===== src/sv/pbld_pkg.sv =====
// shared constants, types and helper functions for the bitplane line decoder
package pbld_pkg;

  localparam int LINE_BYTES = 160;
  localparam int POS_W      = $clog2(LINE_BYTES + 1);
  localparam int ADDR_W     = $clog2(LINE_BYTES);
  localparam int GRP_W      = 6;
  localparam int RUN_W      = 8;
  localparam int SUM_W      = POS_W + 2;

  // register indexes on the config port
  localparam logic [0:0] REG_RESOLUTION = 1'b0;
  localparam logic [0:0] REG_COMPRESSED = 1'b1;

  // resolution codes
  localparam logic [1:0] RES_4PLANE = 2'd0;
  localparam logic [1:0] RES_2PLANE = 2'd1;

  typedef logic [3:0][15:0] plane_words_t;

  // line format derived from the resolution register
  typedef struct packed {
    logic [2:0]       set_last;  // bytes per word set minus one
    logic [POS_W-1:0] line_len;
    logic [GRP_W-1:0] grp_last;
    logic [POS_W-1:0] stride;    // distance between plane words in a packed line
    logic [1:0]       shift;     // log2 of the word set size
  } line_fmt_t;

  function automatic line_fmt_t fmt_of(input logic [1:0] res);
    line_fmt_t f;
    case (res)
      RES_4PLANE: begin
        f.set_last = 3'd7;
        f.line_len = POS_W'(LINE_BYTES);
        f.grp_last = GRP_W'(LINE_BYTES / 8 - 1);
        f.stride   = POS_W'(LINE_BYTES / 4);
        f.shift    = 2'd3;
      end
      RES_2PLANE: begin
        f.set_last = 3'd3;
        f.line_len = POS_W'(LINE_BYTES);
        f.grp_last = GRP_W'(LINE_BYTES / 4 - 1);
        f.stride   = POS_W'(LINE_BYTES / 2);
        f.shift    = 2'd2;
      end
      default: begin
        f.set_last = 3'd1;
        f.line_len = POS_W'(LINE_BYTES / 2);
        f.grp_last = GRP_W'(LINE_BYTES / 4 - 1);
        f.stride   = POS_W'(LINE_BYTES / 2);
        f.shift    = 2'd1;
      end
    endcase
    return f;
  endfunction

  // pixel j takes bit 15-j of each plane word, plane p gives index bit p
  function automatic logic [63:0] chunky(input plane_words_t w);
    logic [63:0] px;
    px = '0;
    for (int j = 0; j < 16; j++) begin
      for (int p = 0; p < 4; p++) begin
        px[4*j+p] = w[p][15-j];
      end
    end
    return px;
  endfunction

endpackage


===== src/sv/packbits_bitplane_line_decoder_top.sv =====
// bitplane scan-line decoder with packbits expansion, single-port line store
//
// usage:
//  - in_* carries one image byte per request (in_tdata[7:0]); out_* carries
//    one group of 16 4-bit pixel indices per request
//  - cfg_we/cfg_index/cfg_data write resolution (index 0) or compressed (index 1);
//    a write restarts the current line and is to be done while idle by the user (unchecked)
//  - uncompressed: a byte is taken with no stall; the byte that completes a
//    word set of 2*planes bytes keeps in_tready low while the set is read back from
//    the line store one byte a cycle and the group is loaded into the output register
//  - compressed: a header or literal byte is taken with no stall, a repeat run of
//    k bytes keeps in_tready low while it is written (one store write per cycle);
//    the byte that fills the line starts emission of all groups, each read back
//    in turn (20 groups at 4 planes, 40 groups at 2 or 1 planes)
//  - the single store port sets these rates: every byte goes in and out
//    of the line store through it, and one address adder walks the planes
//  - an overflowing run sends one result with out_tuser[0] high and zero
//    data; later bytes are taken and dropped until reset
//  - out_* is a registered stage: a stalled receiver holds the result and the
//    sequencer waits before loading the next group, input stays stalled
//  - reset (rst_n low at a clock edge) clears line state, error and config
module packbits_bitplane_line_decoder_top
  import pbld_pkg::*;
(
  input  logic        clk,
  input  logic        rst_n,
  input  logic        cfg_we,
  input  logic [0:0]  cfg_index,
  input  logic [1:0]  cfg_data,
  input  logic        in_tvalid,
  output logic        in_tready,
  input  logic [7:0]  in_tdata,   // [7:0] data_byte
  output logic        out_tvalid,
  input  logic        out_tready,
  output logic [71:0] out_tdata,  // [63:0] pixel_group, [69:64] group_index, [71:70] zero
  output logic        out_tlast,  // last_in_line
  output logic [0:0]  out_tuser   // [0] decode_error
);

  // sequencer states
  localparam logic [2:0] S_IDLE   = 3'd0;
  localparam logic [2:0] S_FILL   = 3'd1;
  localparam logic [2:0] S_GATHER = 3'd2;
  localparam logic [2:0] S_DRAIN  = 3'd3;
  localparam logic [2:0] S_OUT    = 3'd4;

  // packbits parse phases
  localparam logic [1:0] PH_HEADER  = 2'd0;
  localparam logic [1:0] PH_LITERAL = 2'd1;
  localparam logic [1:0] PH_REPEAT  = 2'd2;

  // config and line state
  logic [1:0]       res_r, res_nxt;
  logic             comp_r, comp_nxt;
  logic [POS_W-1:0] pos_r, pos_nxt;
  logic [1:0]       phase_r, phase_nxt;
  logic [RUN_W-1:0] run_r, run_nxt;
  logic             err_seen_r, err_seen_nxt;
  logic             err_pend_r, err_pend_nxt;
  logic [7:0]       fill_r, fill_nxt;

  // group gather sequencer
  logic [2:0]       state_r, state_nxt;
  logic [GRP_W-1:0] grp_r, grp_nxt;
  logic [POS_W-1:0] base_r, base_nxt;
  logic [2:0]       bc_r, bc_nxt;
  logic             multi_r, multi_nxt;

  // line store and read-back path
  logic [7:0]        line_mem [LINE_BYTES];
  logic [7:0]        mem_q_r;
  logic              mem_we;
  logic [7:0]        mem_wd;
  logic              rd_en;
  logic [ADDR_W-1:0] rd_addr;
  logic              rd_valid_r;
  logic [2:0]        rd_bi_r;
  plane_words_t      words_r;
  logic              clr_words;

  // output stage
  logic              out_load;
  logic              out_valid_r;
  logic [63:0]       out_pix_r;
  logic [GRP_W-1:0]  out_grp_r;
  logic              out_last_r;
  logic              out_err_r;

  line_fmt_t         fmt;
  logic [POS_W-1:0]  pos_inc;
  logic              set_done;
  logic [GRP_W-1:0]  g_unc;
  logic [POS_W-1:0]  base_unc;
  logic [8:0]        run_cnt;
  logic              overflow;
  logic [POS_W-1:0]  step;
  logic [GRP_W-1:0]  grp_inc;

  assign fmt      = fmt_of(res_r);
  assign pos_inc  = pos_r + POS_W'(1);
  assign set_done = (pos_inc[2:0] & fmt.set_last) == 3'd0;
  assign g_unc    = GRP_W'(pos_r >> fmt.shift);
  assign base_unc = pos_r - POS_W'(fmt.set_last);
  // header n below 128: n+1 literals, else 257-n repeats
  assign run_cnt  = in_tdata[7] ? (9'd257 - {1'b0, in_tdata}) : ({1'b0, in_tdata} + 9'd1);
  assign overflow = ({2'b00, pos_r} + SUM_W'(run_cnt)) > {2'b00, fmt.line_len};
  // the shared adder walks the plane words: interleaved sets step 2, packed lines step a plane
  assign step     = comp_r ? fmt.stride : POS_W'(2);
  assign grp_inc  = grp_r + GRP_W'(1);
  assign rd_addr  = ADDR_W'({base_r[POS_W-1:1], bc_r[0]});
  assign in_tready = (state_r == S_IDLE);

  always_comb begin
    res_nxt      = res_r;
    comp_nxt     = comp_r;
    pos_nxt      = pos_r;
    phase_nxt    = phase_r;
    run_nxt      = run_r;
    err_seen_nxt = err_seen_r;
    err_pend_nxt = err_pend_r;
    fill_nxt     = fill_r;
    state_nxt    = state_r;
    grp_nxt      = grp_r;
    base_nxt     = base_r;
    bc_nxt       = bc_r;
    multi_nxt    = multi_r;
    mem_we       = 1'b0;
    mem_wd       = in_tdata;
    rd_en        = 1'b0;
    clr_words    = 1'b0;
    out_load     = 1'b0;

    case (state_r)
      S_IDLE: begin
        if (in_tvalid && !err_seen_r) begin
          if (!comp_r) begin
            mem_we  = 1'b1;
            pos_nxt = (pos_inc >= fmt.line_len) ? '0 : pos_inc;
            if (set_done) begin
              grp_nxt   = g_unc;
              base_nxt  = base_unc;
              bc_nxt    = '0;
              multi_nxt = 1'b0;
              clr_words = 1'b1;
              state_nxt = S_GATHER;
            end
          end else begin
            case (phase_r)
              PH_HEADER: begin
                if (overflow) begin
                  err_seen_nxt = 1'b1;
                  err_pend_nxt = 1'b1;
                  state_nxt    = S_OUT;
                end else begin
                  run_nxt   = run_cnt[RUN_W-1:0];
                  phase_nxt = in_tdata[7] ? PH_REPEAT : PH_LITERAL;
                end
              end
              PH_LITERAL: begin
                mem_we  = 1'b1;
                pos_nxt = pos_inc;
                run_nxt = run_r - RUN_W'(1);
                if (run_r <= RUN_W'(1)) begin
                  phase_nxt = PH_HEADER;
                end
                if (pos_inc >= fmt.line_len) begin
                  pos_nxt   = '0;
                  phase_nxt = PH_HEADER;
                  run_nxt   = '0;
                  grp_nxt   = '0;
                  base_nxt  = '0;
                  bc_nxt    = '0;
                  multi_nxt = 1'b1;
                  clr_words = 1'b1;
                  state_nxt = S_GATHER;
                end
              end
              default: begin
                fill_nxt  = in_tdata;
                state_nxt = S_FILL;
              end
            endcase
          end
        end
      end
      S_FILL: begin
        mem_we  = 1'b1;
        mem_wd  = fill_r;
        pos_nxt = pos_inc;
        run_nxt = run_r - RUN_W'(1);
        if (run_r <= RUN_W'(1)) begin
          phase_nxt = PH_HEADER;
          state_nxt = S_IDLE;
          if (pos_inc >= fmt.line_len) begin
            pos_nxt   = '0;
            run_nxt   = '0;
            grp_nxt   = '0;
            base_nxt  = '0;
            bc_nxt    = '0;
            multi_nxt = 1'b1;
            clr_words = 1'b1;
            state_nxt = S_GATHER;
          end
        end
      end
      S_GATHER: begin
        rd_en  = 1'b1;
        bc_nxt = bc_r + 3'd1;
        if (bc_r[0]) begin
          base_nxt = base_r + step;
        end
        if (bc_r == fmt.set_last) begin
          state_nxt = S_DRAIN;
        end
      end
      S_DRAIN: begin
        state_nxt = S_OUT;
      end
      S_OUT: begin
        if (!out_valid_r || out_tready) begin
          out_load = 1'b1;
          if (err_pend_r) begin
            err_pend_nxt = 1'b0;
            state_nxt    = S_IDLE;
          end else if (multi_r && grp_r != fmt.grp_last) begin
            grp_nxt   = grp_inc;
            base_nxt  = POS_W'({grp_inc, 1'b0});
            bc_nxt    = '0;
            clr_words = 1'b1;
            state_nxt = S_GATHER;
          end else begin
            state_nxt = S_IDLE;
          end
        end
      end
      default: begin
        state_nxt = S_IDLE;
      end
    endcase

    // config writes restart the line, the error stays
    if (cfg_we) begin
      case (cfg_index)
        REG_RESOLUTION: begin
          res_nxt   = cfg_data;
          pos_nxt   = '0;
          phase_nxt = PH_HEADER;
          run_nxt   = '0;
        end
        REG_COMPRESSED: begin
          comp_nxt  = cfg_data[0];
          pos_nxt   = '0;
          phase_nxt = PH_HEADER;
          run_nxt   = '0;
        end
        default: ;
      endcase
    end
  end

  always_ff @(posedge clk) begin
    if (!rst_n) begin
      res_r      <= RES_4PLANE;
      comp_r     <= 1'b0;
      pos_r      <= '0;
      phase_r    <= PH_HEADER;
      run_r      <= '0;
      err_seen_r <= 1'b0;
      err_pend_r <= 1'b0;
      state_r    <= S_IDLE;
      grp_r      <= '0;
      base_r     <= '0;
      bc_r       <= '0;
      multi_r    <= 1'b0;
      rd_valid_r <= 1'b0;
    end else begin
      res_r      <= res_nxt;
      comp_r     <= comp_nxt;
      pos_r      <= pos_nxt;
      phase_r    <= phase_nxt;
      run_r      <= run_nxt;
      err_seen_r <= err_seen_nxt;
      err_pend_r <= err_pend_nxt;
      state_r    <= state_nxt;
      grp_r      <= grp_nxt;
      base_r     <= base_nxt;
      bc_r       <= bc_nxt;
      multi_r    <= multi_nxt;
      rd_valid_r <= rd_en;
    end
  end

  always_ff @(posedge clk) begin
    fill_r  <= fill_nxt;
    rd_bi_r <= bc_r;
  end

  // line store, one write or one read per cycle
  always_ff @(posedge clk) begin
    if (mem_we) begin
      line_mem[pos_r[ADDR_W-1:0]] <= mem_wd;
    end
    if (rd_en) begin
      mem_q_r <= line_mem[rd_addr];
    end
  end

  // even byte of a plane word is its high byte
  always_ff @(posedge clk) begin
    if (clr_words) begin
      words_r <= '0;
    end else if (rd_valid_r) begin
      if (rd_bi_r[0]) begin
        words_r[rd_bi_r[2:1]][7:0] <= mem_q_r;
      end else begin
        words_r[rd_bi_r[2:1]][15:8] <= mem_q_r;
      end
    end
  end

  // output register
  always_ff @(posedge clk) begin
    if (!rst_n) begin
      out_valid_r <= 1'b0;
    end else if (out_load) begin
      out_valid_r <= 1'b1;
    end else if (out_tready) begin
      out_valid_r <= 1'b0;
    end
  end

  always_ff @(posedge clk) begin
    if (out_load) begin
      out_pix_r  <= err_pend_r ? 64'd0 : chunky(words_r);
      out_grp_r  <= err_pend_r ? '0 : grp_r;
      out_last_r <= !err_pend_r && (grp_r == fmt.grp_last);
      out_err_r  <= err_pend_r;
    end
  end

  assign out_tvalid = out_valid_r;
  assign out_tdata  = {2'b00, out_grp_r, out_pix_r};
  assign out_tlast  = out_last_r;
  assign out_tuser  = out_err_r;

  // an error result carries no pixels and no line end
  a_err_clean: assert property (@(posedge clk) disable iff (!rst_n)
    out_tvalid && out_tuser[0] |-> out_tdata == 72'd0 && !out_tlast)
    else $error("error result carries data");

  // the fill position never reaches the line length
  a_pos_range: assert property (@(posedge clk) disable iff (!rst_n)
    pos_r < fmt.line_len)
    else $error("line position out of range");

  // reads stay inside one word set
  a_gather_bound: assert property (@(posedge clk) disable iff (!rst_n)
    state_r == S_GATHER |-> bc_r <= fmt.set_last)
    else $error("gather count past word set");

  // the error stays until reset
  a_err_sticky: assert property (@(posedge clk) disable iff (!rst_n)
    err_seen_r |=> err_seen_r)
    else $error("error flag cleared");

  // no byte is taken while a group is being read back
  a_no_take_busy: assert property (@(posedge clk) disable iff (!rst_n)
    rd_en |-> !in_tready && !mem_we)
    else $error("store port conflict");

endmodule


===== config.mk =====
export PLATFORM = sky130hd
export DESIGN_NAME = packbits_bitplane_line_decoder_top
export DESIGN_NICKNAME = d
export VERILOG_FILES = /design/src/sv/pbld_pkg.sv /design/src/sv/packbits_bitplane_line_decoder_top.sv
export SDC_FILE = /design/constraint.sdc
export NUM_CORES = 2
export LEC_CHECK = 0
export BUFFER_PORTS_ARGS = -buffer_cell sky130_fd_sc_hd__buf_4
export CAP_MARGIN = 15
export CORE_UTILIZATION = 63
export DETAILED_ROUTE_END_ITERATION = 10
export HOLD_SLACK_MARGIN = 0.03
export PLACE_DENSITY = 0.79
export SYNTH_ARGS = -nofsm -noshare
export SYNTH_HDL_FRONTEND = slang
export SYNTH_SLANG_ARGS = --single-unit
export TNS_END_PERCENT = 100

===== constraint.sdc =====
create_clock -name clk -period 12.2 [get_ports clk]
set_input_delay 2.44 -clock clk [delete_from_list [all_inputs] [get_ports clk]]
set_output_delay 2.44 -clock clk [all_outputs]
set_load 0.05 [all_outputs]

==> impl_metrics.csv <==
group,metric,value,unit
synth,ys_types,76,
grt,grt_pass1_vias,32000,
final_layout,design_area,65500,um2
pwr,ir_drop,0.146,mV
timing,finClkSkew,0.0324,ns
min_path,hold_path.class,"flip-flop to flip-flop",
place,hpwl,83900,um
final_layout,final_cell_mix,"edfxtp_1, mux4_2, nor2_1",
detailed_routing,drc,0,
synth,syn_area,58900,um2
clock_tree,cts_setup_buffers,0,
final_layout,finish.utilization,0.711,
synth,yosysWarnings,0,
detailed_routing,viasPerCell,6.87,
place,gp_congestion,0.912,
final_layout,drive_above_1_share,0.215,
synth,synth_area_leaders,"edfxtp_1, mux4_2, dfxtp_1, nor2_1, a22oi_1",
critical_path,arrival,6.59,ns
timing,fmax,0.169,GHz
timing,setup_viol,0,
detailed_routing,dr.pass1.iters,10,
critical_path,critPathMaxFanout,9,
synth,syn-instance-count,3248,
clock_tree,cts_tree,"built",
synth,synth_top_area_frac,0.698,
critical_path,crit_chain,"buf_4 > ha_1 > xnor2_1 > o21ai_0 > ha_1 > a21oi_1 > a21boi_0 > o21ai_0 > nand2b_1 > a31oi_1 > xnor2_1 > ha_1 > nand4_1 > nor4b_1 > o21ai_0 > nor3_1 > nor3_2 > nor2b_1 > a32o_1",
critical_path,rr_startpoint,"base_r[1]",
grt,grt_max_degree,129,
run,maxCapViolCount,0,
die,die_h,308,um
die,core-area,92100,um2
grt,antenna_found_initial,2,
detailed_routing,drt_iter0_markers,4540,
synth,async_flop_share,0,
grt,gr-total-overflow,0,
clock_tree,clk_pin_slew,0.06,ns
run_status,status,"complete, no violations",
timing,rsz0062_at_grt,"no",
pwr,power.share.sequential,0.530,
critical_path,critical_path_depth,19,
timing,maxSlewViolCount,0,
pwr,leakagePower,20.5,nW
critical_path,critPathMaxStageDelay,0.45,ns
timing,post-route-period-util,0.484,
timing,setup_tns,0,ns
critical_path,critical-path-top-delay-family,"compound AO/OA/AOI/OAI gates",
final_layout,nNetsFinal,3398,
critical_path,worst_setup_path_start_kind,"input port",
clock_tree,insertion_delay,0.78,ns
pwr,p_comb_frac,0.047,
final_layout,fillers,5243,
critical_path,critical_path.endpoint_type,"flip-flop",
timing,setup_ws,6.29,ns
critical_path,crit_type,"input port to flip-flop",
pwr,netSwitchingPower,2.26,mW
critical_path,worstPathRequired,12.88,ns
critical_path,crit_path_top_delay_cell,"nor2b_1",
critical_path,cp-startpoint,"in_tdata[0]",
clock_tree,clockRootBuffer,"clkbuf_16",
min_path,hold_start,"bc_r[2]",
synth,synth_top_area_cell,"edfxtp_1",
synth,synth-seq-cells,1480,
detailed_routing,wl_per_cell,30.5,um
synth,yosysSeqAreaShare,0.736,
die,start_util,0.639,
timing,finalHoldViolations,0,
clock_tree,numCtsBuffers,144,
synth,synth-edff-count,1368,
clock_tree,cts_resized,0,
timing,worstMarginPinSlew,1.28,ns
clock_tree,holdBufCountCts,0,
timing,fin_hold_ws,0.446,ns
timing,relSlewSlack,0.146,
clock_tree,cts_max_level,4,
die,io-pin-count,92,
detailed_routing,final_antenna_net_count,0,
grt,grt_pass1_wl,211000,um
pwr,clkPwrFrac,0.423,
die,die-area,94700,um2
detailed_routing,via_count,32300,
pwr,powerDensity,161,nW/um2
final_layout,syn2layout_area_growth,11.2,%
place,dpl_cell_area,60700,um2
place,post-place-ws,5.61,ns
die,rows,111,
final_layout,final_common_cell,"edfxtp_1",
synth,ys.flop_type,"edfxtp_1",
synth,syn_avg_cell_area,18.1,um2
detailed_routing,routed_wl,143000,um
pwr,p_int,8.29,mW
pwr,swShare,0.214,
min_path,min_path_cells,0,
place,portBuffers,89,
die,die_width,308,um
timing,min_period,5.91,ns
grt,grt_use_total,0.308,
clock_tree,cts_buffer_depth,3,
critical_path,r2r_cells,8,
clock_tree,cts_num_sinks,1480,
critical_path,critPathBufInv,1,
[final timing paths]
kind | slack (ns) | end
worst max-delay path | 6.29 | run_r[3]
worst min-delay path | 0.45 | rd_bi_r[2]
worst max register to register | 6.60 | mem_q_r[7]
worst min register to register | 0.45 | rd_bi_r[2]
[layout make-up]
type                            count  area [um2]  share of cell area
Multi-Input combinational cell   1548       14700               0.224
Clock inverter                     77         812              0.0124
Antenna cell                        2        5.00           0.0000764
Clock buffer                      185        3880              0.0593
Tap cell                         1243        1560              0.0237
Timing Repair Buffer              142        1120              0.0170
Sequential cell                  1480       43300               0.662
Inverter                           27         101             0.00155
[flip-flops by register name (all words and copies together) (netlist names)]
| name | cells |
|---|---|
| multi_r | 1 |
| rd_valid_r | 1 |
| out_tlast | 1 |
| err_pend_r | 1 |
| res_r | 2 |
| grp_r | 6 |
| out_grp_r | 6 |
| rd_bi_r | 3 |
| words_r | 64 |
| comp_r | 1 |
| out_pix_r | 64 |
| mem_q_r | 8 |
| out_tvalid | 1 |
| run_r | 8 |
| phase_r | 2 |
| state_r | 3 |
| fill_r | 8 |
| out_tuser | 1 |
| bc_r | 3 |
| pos_r | 8 |
| line_mem | 1280 |
| err_seen_r | 1 |
| base_r | 7 |
[routing by layer]
| metal | global-route usage | vias to the layer above | part of all wire |
|---|---|---|---|
| met4 | 0.127 | 2 | 0.044 |
| met2 | 0.492 | 2288 | 0.48 |
| met3 | 0.0774 | 421 | 0.11 |
| met1 | 0.410 | 16400 | 0.36 |
| li1 | - | 13200 | - |
| met5 | 0.00155 | - | 0.000091 |
[cell families (layout without fill, tap and decap cells)]
group / Yosys count / after routing / synth area share
AO/OA/AOI/OAI: 381 / 381 / 0.0452
XOR/XNOR: 38 / 38 / 0.00565
adder cells (fa/ha/maj): 39 / 39 / 0.00854
buffers and inverters: 221 / 431 / 0.0164
flip-flops: 1480 / 1480 / 0.736
multiplexers: 401 / 401 / 0.134
other: 1 / 4 / 0.0000637
AND/OR/NAND/NOR: 687 / 687 / 0.0545
[per-stage QoR]
stage,instances,power (mW)
CTS,4699,10.6
detailed placement,4437,6.18
finish,4704,10.5
global placement,4436,6.16
global route,4702,10.8
floorplan,3249,6.02
[synthesized netlist by cell type (15+ instances only)]
master    instances
mux2_2           48
buf_2            54
a31oi_1          22
buf_4            19
nor2b_1          97
ha_1             37
clkbuf_1         81
dfxtp_1         112
o21ai_0          30
a221oi_1         15
a21oi_1          88
buf_1            40
inv_1            26
a22o_1           16
xnor2_1          19
nand2_1         184
nand3_1          39
edfxtp_1       1368
nor2_1          248
nor3_1           28
mux4_2          304
xor2_1           19
o22ai_1          26
mux2i_1          49
a22oi_1         105
[power groups by stage]
| stage | registers, mW | logic (mW) | clock network (mW) |
|---|---|---|---|
| 5_1_grt | 5.59 | 0.523 | 4.65 |
| 3_3_place_gp | 5.70 | 0.466 | 0 |
| 2_1_floorplan | 5.70 | 0.323 | 0 |
| 6_report | 5.59 | 0.500 | 4.46 |
| 3_5_place_dp | 5.70 | 0.482 | 0 |
| 4_1_cts | 5.59 | 0.489 | 4.48 |
Power figures use the tool's default switching activity.
